[src/rtl/cbfe_pkg.sv]
`timescale 1ns / 1ps
// ----------------------------------------------------------------------------
// Channel busy fraction estimator package
// Shared word types, command and status bundles, codes and constants.
// ----------------------------------------------------------------------------
package cbfe_pkg;

   localparam int FRAC_BITS = 16;
   localparam int QUO_WIDTH = FRAC_BITS + 1;
   localparam int TOTAL_WIDTH = 24;
   localparam int ADDR_WIDTH = 4;
   localparam int DATA_WIDTH = 32;
   localparam int STEP_WIDTH = 5;

   localparam logic [QUO_WIDTH-1:0] FRAC_ONE = 17'h10000;
   localparam logic [TOTAL_WIDTH-1:0] TOTAL_MAX = 24'hFFFFFF;
   localparam logic [STEP_WIDTH-1:0] STEP_LAST = 5'(QUO_WIDTH - 1);

   localparam logic signed [11:0] THRESHOLD_RESET = -12'sd280;
   localparam logic [15:0] WINDOW_RESET = 16'd1000;
   localparam logic REPORT_RESET = 1'b0;

   localparam logic OP_SAMPLE = 1'b0;
   localparam logic OP_TICK = 1'b1;

   localparam logic [1:0] REG_BUSY_THRESHOLD = 2'd0;
   localparam logic [1:0] REG_WINDOW_MS = 2'd1;
   localparam logic [1:0] REG_REPORT_ENABLE = 2'd2;

   typedef struct packed {
      logic op;
      logic signed [11:0] rssi;
   } req_type;

   typedef struct packed {
      logic [16:0] busy_fraction;
      logic empty_window;
      logic [23:0] sample_total;
   } rsp_type;

   typedef struct packed {
      logic signed [11:0] busy_threshold;
      logic [15:0] window_ms;
      logic report_enable;
   } cfg_type;

   typedef enum logic [1:0] {
      ST_IDLE,
      ST_DIVIDE,
      ST_HOLD
   } state_type;

   typedef struct packed {
      logic sample_en;
      logic tick_en;
      logic div_step;
      logic load_out;
   } cmd_type;

   typedef struct packed {
      logic window_end;
      logic empty;
      logic out_valid;
   } status_type;

endpackage

[src/rtl/cbfe_ctrl.sv]
`timescale 1ns / 1ps
// ----------------------------------------------------------------------------
// Channel busy fraction estimator controller
// Sequences sample counting, window ends, the divider and the result load.
// ----------------------------------------------------------------------------
module cbfe_ctrl (
   input  logic                  clock,
   input  logic                  reset,
   input  logic                  req_valid,
   input  logic                  req_op,
   input  logic                  rsp_ready,
   input  logic                  report_enable,
   input  cbfe_pkg::status_type  status,
   output logic                  req_ready,
   output cbfe_pkg::cmd_type     cmd
);

   cbfe_pkg::state_type state_ff, state_in;
   logic [cbfe_pkg::STEP_WIDTH-1:0] step_ff, step_in;
   logic out_free;

   assign out_free = !status.out_valid || rsp_ready;

   always_ff @(posedge clock) begin
      if (reset) begin
         state_ff <= cbfe_pkg::ST_IDLE;
         step_ff <= '0;
      end else begin
         state_ff <= state_in;
         step_ff <= step_in;
      end
   end

   always_comb begin
      state_in = state_ff;
      case (state_ff)
         cbfe_pkg::ST_IDLE: begin
            if (req_valid && req_op == cbfe_pkg::OP_TICK && status.window_end
                && report_enable) begin
               state_in = status.empty ? cbfe_pkg::ST_HOLD : cbfe_pkg::ST_DIVIDE;
            end
         end
         cbfe_pkg::ST_DIVIDE: begin
            if (step_ff == cbfe_pkg::STEP_LAST) begin
               state_in = cbfe_pkg::ST_HOLD;
            end
         end
         cbfe_pkg::ST_HOLD: begin
            if (out_free) begin
               state_in = cbfe_pkg::ST_IDLE;
            end
         end
         default: state_in = cbfe_pkg::ST_IDLE;
      endcase
   end

   always_comb begin
      step_in = '0;
      if (state_ff == cbfe_pkg::ST_DIVIDE) begin
         step_in = step_ff + 1'b1;
      end
   end

   always_comb begin
      req_ready = 1'b0;
      cmd = '0;
      case (state_ff)
         cbfe_pkg::ST_IDLE: begin
            req_ready = 1'b1;
            cmd.sample_en = req_valid && req_op == cbfe_pkg::OP_SAMPLE;
            cmd.tick_en = req_valid && req_op == cbfe_pkg::OP_TICK;
         end
         cbfe_pkg::ST_DIVIDE: begin
            cmd.div_step = 1'b1;
         end
         cbfe_pkg::ST_HOLD: begin
            cmd.load_out = out_free;
         end
         default: begin
            req_ready = 1'b0;
         end
      endcase
   end

endmodule

[src/rtl/cbfe_datapath.sv]
`timescale 1ns / 1ps
// ----------------------------------------------------------------------------
// Channel busy fraction estimator datapath
// Saturating counters, window countdown, serial divider and result register.
// ----------------------------------------------------------------------------
module cbfe_datapath #(
   parameter int COUNT_WIDTH = 24
) (
   input  logic                  clock,
   input  logic                  reset,
   input  cbfe_pkg::cmd_type     cmd,
   input  cbfe_pkg::cfg_type     cfg,
   input  logic signed [11:0]    rssi,
   input  logic                  rsp_ready,
   output cbfe_pkg::status_type  status,
   output logic                  rsp_valid,
   output cbfe_pkg::rsp_type     rsp_word
);

   localparam int NumWidth = COUNT_WIDTH + cbfe_pkg::QUO_WIDTH;
   localparam int QW = cbfe_pkg::QUO_WIDTH;

   logic [COUNT_WIDTH-1:0] busy_ff, busy_in;
   logic [COUNT_WIDTH-1:0] sample_ff, sample_in;
   logic [15:0] ms_ff, ms_in;
   logic [COUNT_WIDTH-1:0] rem_ff, rem_in;
   logic [COUNT_WIDTH-1:0] div_ff, div_in;
   logic [QW-1:0] num_ff, num_in;
   logic [QW-1:0] quo_ff, quo_in;
   logic empty_ff, empty_in;
   logic [23:0] total_ff, total_in;
   logic out_valid_ff, out_valid_in;
   cbfe_pkg::rsp_type out_ff, out_in;

   logic window_end;
   logic [NumWidth-1:0] numerator;
   logic [COUNT_WIDTH:0] trial;
   logic [COUNT_WIDTH:0] diff;
   logic [31:0] sample_wide;
   logic [23:0] total_sat;
   logic [QW-1:0] frac_clamped;

   assign window_end = ms_ff <= 16'd1;
   assign numerator = NumWidth'({busy_ff, cbfe_pkg::FRAC_BITS'(0)})
                    + NumWidth'(sample_ff >> 1);
   assign trial = {rem_ff, num_ff[QW-1]};
   assign diff = trial - {1'b0, div_ff};
   assign sample_wide = 32'(sample_ff);
   assign total_sat = (sample_wide > 32'(cbfe_pkg::TOTAL_MAX))
                    ? cbfe_pkg::TOTAL_MAX : sample_wide[23:0];
   assign frac_clamped = (quo_ff > cbfe_pkg::FRAC_ONE) ? cbfe_pkg::FRAC_ONE : quo_ff;

   always_comb begin
      busy_in = busy_ff;
      sample_in = sample_ff;
      ms_in = ms_ff;
      rem_in = rem_ff;
      div_in = div_ff;
      num_in = num_ff;
      quo_in = quo_ff;
      empty_in = empty_ff;
      total_in = total_ff;
      if (cmd.sample_en) begin
         if (rssi > cfg.busy_threshold && busy_ff != '1) begin
            busy_in = busy_ff + 1'b1;
         end
         if (sample_ff != '1) begin
            sample_in = sample_ff + 1'b1;
         end
      end
      if (cmd.tick_en) begin
         if (window_end) begin
            // Window closes: snapshot the counters for the divider and restart.
            rem_in = numerator[NumWidth-1:QW];
            num_in = numerator[QW-1:0];
            div_in = sample_ff;
            quo_in = '0;
            empty_in = sample_ff == '0;
            total_in = total_sat;
            busy_in = '0;
            sample_in = '0;
            ms_in = cfg.window_ms;
         end else begin
            ms_in = ms_ff - 1'b1;
         end
      end
      if (cmd.div_step) begin
         num_in = {num_ff[QW-2:0], 1'b0};
         if (trial >= {1'b0, div_ff}) begin
            rem_in = diff[COUNT_WIDTH-1:0];
            quo_in = {quo_ff[QW-2:0], 1'b1};
         end else begin
            rem_in = trial[COUNT_WIDTH-1:0];
            quo_in = {quo_ff[QW-2:0], 1'b0};
         end
      end
   end

   always_comb begin
      out_in = out_ff;
      out_valid_in = out_valid_ff;
      if (rsp_ready) begin
         out_valid_in = 1'b0;
      end
      if (cmd.load_out) begin
         out_valid_in = 1'b1;
         out_in.busy_fraction = empty_ff ? '0 : frac_clamped;
         out_in.empty_window = empty_ff;
         out_in.sample_total = total_ff;
      end
   end

   always_ff @(posedge clock) begin
      if (reset) begin
         busy_ff <= '0;
         sample_ff <= '0;
         ms_ff <= '0;
         out_valid_ff <= 1'b0;
      end else begin
         busy_ff <= busy_in;
         sample_ff <= sample_in;
         ms_ff <= ms_in;
         out_valid_ff <= out_valid_in;
      end
   end

   always_ff @(posedge clock) begin
      rem_ff <= rem_in;
      div_ff <= div_in;
      num_ff <= num_in;
      quo_ff <= quo_in;
      empty_ff <= empty_in;
      total_ff <= total_in;
      out_ff <= out_in;
   end

   assign status.window_end = window_end;
   assign status.empty = sample_ff == '0;
   assign status.out_valid = out_valid_ff;
   assign rsp_valid = out_valid_ff;
   assign rsp_word = out_ff;

endmodule

[src/rtl/channel_busy_fraction_estimator.sv]
`timescale 1ns / 1ps
// ----------------------------------------------------------------------------
// Channel busy fraction estimator
// Counts busy signal strength samples and reports the busy fraction per window.
// ----------------------------------------------------------------------------
// Usage: the req channel carries one word per item, either a signal strength
// sample (op low) or a one millisecond tick (op high). Samples are taken one
// per cycle while req_ready is high and cost nothing beyond the handshake. A
// tick that does not end a window is taken the same way. A tick that ends a
// window while reporting is enabled starts a serial restoring divider that
// produces one quotient bit per cycle; the block then loads the result into
// the result register once that register is free, or goes straight to the
// load when the window held no samples, and rsp_valid rises after the load.
// While that division and the load run, req_ready is low.
// The rsp channel is fronted by a result register. Samples and ticks keep
// being accepted while a finished result waits; if the receiver stalls and a
// second report completes, the block holds it and stops accepting words until
// the first is taken.
// Reset is synchronous, restores the register defaults (threshold -70 dBm,
// 1000 ms window, reporting off) and clears both counters and the countdown,
// so the first tick after reset ends a window. Registers: APB-style, no wait
// states; the user must write them only while the block is idle (not enforced).
// ----------------------------------------------------------------------------
module channel_busy_fraction_estimator #(
   parameter int COUNT_WIDTH = 24
) (
   input  logic                                  clock,
   input  logic                                  reset,
   input  logic                                  req_valid,
   output logic                                  req_ready,
   input  cbfe_pkg::req_type                     req_word,
   output logic                                  rsp_valid,
   input  logic                                  rsp_ready,
   output cbfe_pkg::rsp_type                     rsp_word,
   input  logic                                  psel,
   input  logic                                  penable,
   input  logic                                  pwrite,
   input  logic [cbfe_pkg::ADDR_WIDTH-1:0]       paddr,
   input  logic [cbfe_pkg::DATA_WIDTH-1:0]       pwdata,
   output logic [cbfe_pkg::DATA_WIDTH-1:0]       prdata,
   output logic                                  pready
);

   // Register file. The word index is the byte address divided by four.
   cbfe_pkg::cfg_type cfg_ff, cfg_in;
   cbfe_pkg::cmd_type cmd;
   cbfe_pkg::status_type status;
   logic [1:0] reg_index;
   logic write_en;

   assign pready = 1'b1;
   assign reg_index = paddr[3:2];
   assign write_en = psel && penable && pwrite && pready;

   always_comb begin
      cfg_in = cfg_ff;
      if (write_en) begin
         case (reg_index)
            cbfe_pkg::REG_BUSY_THRESHOLD: cfg_in.busy_threshold = pwdata[11:0];
            cbfe_pkg::REG_WINDOW_MS: cfg_in.window_ms = pwdata[15:0];
            cbfe_pkg::REG_REPORT_ENABLE: cfg_in.report_enable = pwdata[0];
            default: cfg_in = cfg_ff;
         endcase
      end
   end

   always_ff @(posedge clock) begin
      if (reset) begin
         cfg_ff.busy_threshold <= cbfe_pkg::THRESHOLD_RESET;
         cfg_ff.window_ms <= cbfe_pkg::WINDOW_RESET;
         cfg_ff.report_enable <= cbfe_pkg::REPORT_RESET;
      end else begin
         cfg_ff <= cfg_in;
      end
   end

   // Read data: the threshold reads back sign extended.
   always_comb begin
      case (reg_index)
         cbfe_pkg::REG_BUSY_THRESHOLD:
            prdata = {{20{cfg_ff.busy_threshold[11]}}, cfg_ff.busy_threshold};
         cbfe_pkg::REG_WINDOW_MS: prdata = {16'd0, cfg_ff.window_ms};
         cbfe_pkg::REG_REPORT_ENABLE: prdata = {31'd0, cfg_ff.report_enable};
         default: prdata = '0;
      endcase
   end

   cbfe_ctrl u_ctrl (
      .clock         (clock),
      .reset         (reset),
      .req_valid     (req_valid),
      .req_op        (req_word.op),
      .rsp_ready     (rsp_ready),
      .report_enable (cfg_ff.report_enable),
      .status        (status),
      .req_ready     (req_ready),
      .cmd           (cmd)
   );

   cbfe_datapath #(
      .COUNT_WIDTH (COUNT_WIDTH)
   ) u_datapath (
      .clock     (clock),
      .reset     (reset),
      .cmd       (cmd),
      .cfg       (cfg_ff),
      .rssi      (req_word.rssi),
      .rsp_ready (rsp_ready),
      .status    (status),
      .rsp_valid (rsp_valid),
      .rsp_word  (rsp_word)
   );

endmodule

[config.mk]
export PLATFORM = sky130hd
export DESIGN_NAME = channel_busy_fraction_estimator
export DESIGN_NICKNAME = d
export VERILOG_FILES = /design/src/rtl/cbfe_pkg.sv /design/src/rtl/cbfe_ctrl.sv /design/src/rtl/cbfe_datapath.sv /design/src/rtl/channel_busy_fraction_estimator.sv
export SDC_FILE = /design/constraint.sdc
export NUM_CORES = 1
export LEC_CHECK = 0
export BUFFER_PORTS_ARGS = -buffer_cell sky130_fd_sc_hd__buf_2
export CAP_MARGIN = 15
export CORE_ASPECT_RATIO = 1.75
export CORE_UTILIZATION = 50
export CTS_CLUSTER_SIZE = 14
export DETAILED_ROUTE_END_ITERATION = 6
export GPL_ROUTABILITY_DRIVEN = 1
export PLACE_DENSITY_LB_ADDON = 0.12
export SYNTH_ARGS = -nofsm -noshare
export SYNTH_HDL_FRONTEND = slang
export SYNTH_SLANG_ARGS = --single-unit
[constraint.sdc]
create_clock -name clock -period 8.8 [get_ports clock]
set_input_delay 0 -clock clock [delete_from_list [all_inputs] [get_ports clock]]
set_output_delay 0 -clock clock [all_outputs]
set_load 0.005 [all_outputs]
==> results.py <==
metrics = {
    "clocking": {
        "cts_root_buf": "clkbuf_16",
        "cts_tree": "yes",
        "post_cts_buffers": 0,
        "cts_made_buffers": 24,
        "insertion_delay_ns": 0.54,
        "cts.htree.levels": 1,
        "cts_buffer_depth": 3,
        "clk_pin_slew_ns": 0.07,
        "cts_sinks": 250,
    },
    "global_routing": {
        "track_usage_pct": 22.9,
        "grt-busiest-layer": "met2",
        "met1_usage_pct": 23.8,
        "use_met2_pct": 43.6,
        "grt_max_degree": 70,
        "grt_pass1_wl_um": 46300,
        "overflow": 0,
        "use_met3_pct": 2.46,
        "antenna_found_initial": 0,
        "grt_pass1_vias": 9185,
    },
    "sta": {
        "slew_violations": 0,
        "post-route-period-util_pct": 43.0,
        "fin_crit_ns": 3.79,
        "fin_skew_ns": 0.0160,
        "setup-violations-final": 0,
        "hold_viol_final": 0,
        "rsz0062_at_grt": "no",
        "tns_ns": 0,
        "worstMarginPinSlew_ns": 1.01,
        "slew_headroom_pct": 32.7,
        "fmax_mhz": 264,
        "timing.final.ws_setup_ns": 5.01,
    },
    "power_and_ir_drop": {
        "p_int_mw": 2.44,
        "power.share.sequential_pct": 41.4,
        "power_density_nw_per_um2": 255,
        "p_sw_share_pct": 33.2,
        "leakagePower_nw": 5.51,
        "ir_worst_vdd_v": 0.000158,
        "p_sw_mw": 1.21,
        "power_frac_comb_pct": 30.5,
        "power_frac_clock_pct": 28.0,
    },
    "synthesis": {
        "synth_edf_count": 148,
        "synth_top_cells_by_count": "148 x edfxtp_1, 127 x nand2_1, 112 x nor2_1, 102 x dfxtp_1, 64 x o21ai_0",
        "synth.distinct_cells": 69,
        "synthFlopType": "edfxtp_1",
        "synth_area_per_cell_um2": 10.0,
        "yosysSeqAreaShare_pct": 50.9,
        "ys_seq_elements": 250,
        "synth_nets": 1383,
        "synth_top_area_share_pct": 34.9,
        "syn_inst": 1275,
        "syn_area_um2": 12700,
        "ys_top_cells_by_area": "edfxtp_1 35%, dfxtp_1 16%, ha_1 4.9%",
        "yosysWarnings": 0,
        "synth-async-reset-ratio_pct": 0,
        "synth.most_common_cell": "edfxtp_1",
        "netlist.top_cell.by_area": "edfxtp_1",
    },
    "drt": {
        "drt_iter0_drc": 408,
        "ant_nets": 0,
        "routedWlPerCell_um": 17.1,
        "vias": 9417,
        "drc": 0,
        "vias_per_cell": 5.60,
        "firstDrtPassIters": 4,
        "wl_um": 28800,
    },
    "floorplan": {
        "row_count": 77,
        "core-area_um2": 25100,
        "die_y_um": 213,
        "die_area_um2": 26200,
        "io_pins": 133,
        "die_w_um": 123,
        "start_util_pct": 50.7,
    },
    "final_layout": {
        "final_nets": 1457,
        "n_antenna_cell": 0,
        "final_layout_size_suffix_gt1_share_pct": 13.1,
        "area_growth_pct": 12.4,
        "fin_cells": 1682,
    },
    "run_status": {
        "outcome": "complete, no violations",
    },
    "placement": {
        "dp_cells": 1618,
        "place.gp.congestion": 0.862,
        "port_buffers": 113,
        "place_ws_ns": 5.04,
        "dp_hpwl_um": 20900,
    },
    "worst_setup_path": {
        "path_max_fanout": 69,
        "start_kind": "flop",
        "worstSetupEndpointType": "flop",
        "critPathArrivalTime_ns": 4.21,
        "worstPathRequired_ns": 9.22,
        "critical_path_class": "flop to flop",
    },
    "flow_run": {
        "max-cap-violations": 0,
    },
    "worst_hold_path": {
        "hold_class": "input pin to flop",
    },
}
-- critical path, cell delays in order (launching register included) --
cell and delay (ns):
dfxtp_1 0.34, or3_4 0.41, or3_4 0.36, or3_4 0.35, or3_4 0.50, nor2_4 0.10, buf_4 0.64, or2_1 0.19
buf_4 0.43, or4_1 0.20, nand2_1 0.05
-- cells by family (layout without fill, tap and decap cells) --
group	after synthesis	count (layout)	share of synthesized area, %
AOI/OAI and AO/OA	233	233	11.9
xor gates and xnor gates	63	63	4.33
adders and majority gates	52	52	5.22
buffers and inverters	156	247	5.54
DFF	250	250	50.9
muxes	40	40	3.14
other	1	1	0.0294
and+or+nand+nor	480	480	19.0
-- path summary, 6_finish.rpt --
path	cells after the start	to	startpoint	slack (ns)
worst min-delay path	5	cfg_ff[0]	pwrite	0.02
worst max register to register	10	u_datapath.busy_ff[10]	u_datapath.ms_ff[8]	5.01
worst min register to register	0	u_datapath.rsp_word[4]	u_datapath.total_ff[4]	0.42
worst max-delay path	10	u_datapath.busy_ff[10]	u_datapath.ms_ff[8]	5.01
-- flip-flops by register name, indices dropped and copies added, names as in the netlist, 2 cells and up --
signal / flops
u_datapath.total_ff: 24
u_datapath.quo_ff: 17
u_datapath.div_ff: 24
u_datapath.sample_ff: 24
u_datapath.ms_ff: 16
cfg_ff: 29
u_ctrl.step_ff: 5
u_datapath.rem_ff: 24
u_datapath.rsp_word: 42
u_datapath.busy_ff: 24
u_ctrl.state_ff: 2
u_datapath.num_ff: 17
-- per-stage QoR --
step	cell area (um^2)	utilization [%]	hold slack [ns]	power [mW]
after floorplan	12700	-	0.118	2.39
after global placement	13300	53.1	0.218	2.63
after detailed placement	13300	53.1	0.220	2.64
after CTS	14300	56.9	0.00409	3.68
after global routing	14300	57.0	0.0397	3.87
final	14300	57.0	0.0227	3.65
-- per-layer routing --
metal  part of all wire (%)  vias to the layer above
li1                       -                     4703
met3                    3.4                       63
met1                     36                     4424
met4                    5.4                        0
met2                     55                      227
met5                      0                        -
-- power groups by stage --
stage	sequential (mW)	combinational [mW]	clock, mW
floorplan	1.52	0.870	0
global placement	1.53	1.10	0
detailed placement	1.54	1.11	0
CTS	1.51	1.12	1.05
global route	1.53	1.25	1.09
finish	1.51	1.12	1.02
-- area by class of cell --
cell class                 instances  area (um^2)
clock buffer                      31          647
clock inverter                    12          123
fill                            2262        10800
inverter                          59          221
multi-input combinational        869         5590
sequential                       250         6490
tap                              316          395
timing repair buffer             145          868
-- layout by cell type, fill, tap and decap left out, drive strengths merged, types with 30 or more instances in the layout --
| master | instances |
|---|---|
| dfxtp | 102 |
| edfxtp | 148 |
| inv | 59 |
| nor2 | 114 |
| mux2i | 40 |
| o21ai | 64 |
| xor2 | 33 |
| ha | 50 |
| clkbuf | 31 |
| and2 | 37 |
| a21oi | 60 |
| buf | 125 |
| nor3 | 34 |
| xnor2 | 30 |
| nand2 | 128 |
| nand3 | 33 |
-- repair_timing --
| action | in CTS | in global routing |
|---|---|---|
| hold buffers | 20 | 0 |
| gates resized for setup | 0 | 0 |
| endpoints found under the hold margin | 32 | 0 |
Power figures use the tool's default switching activity.
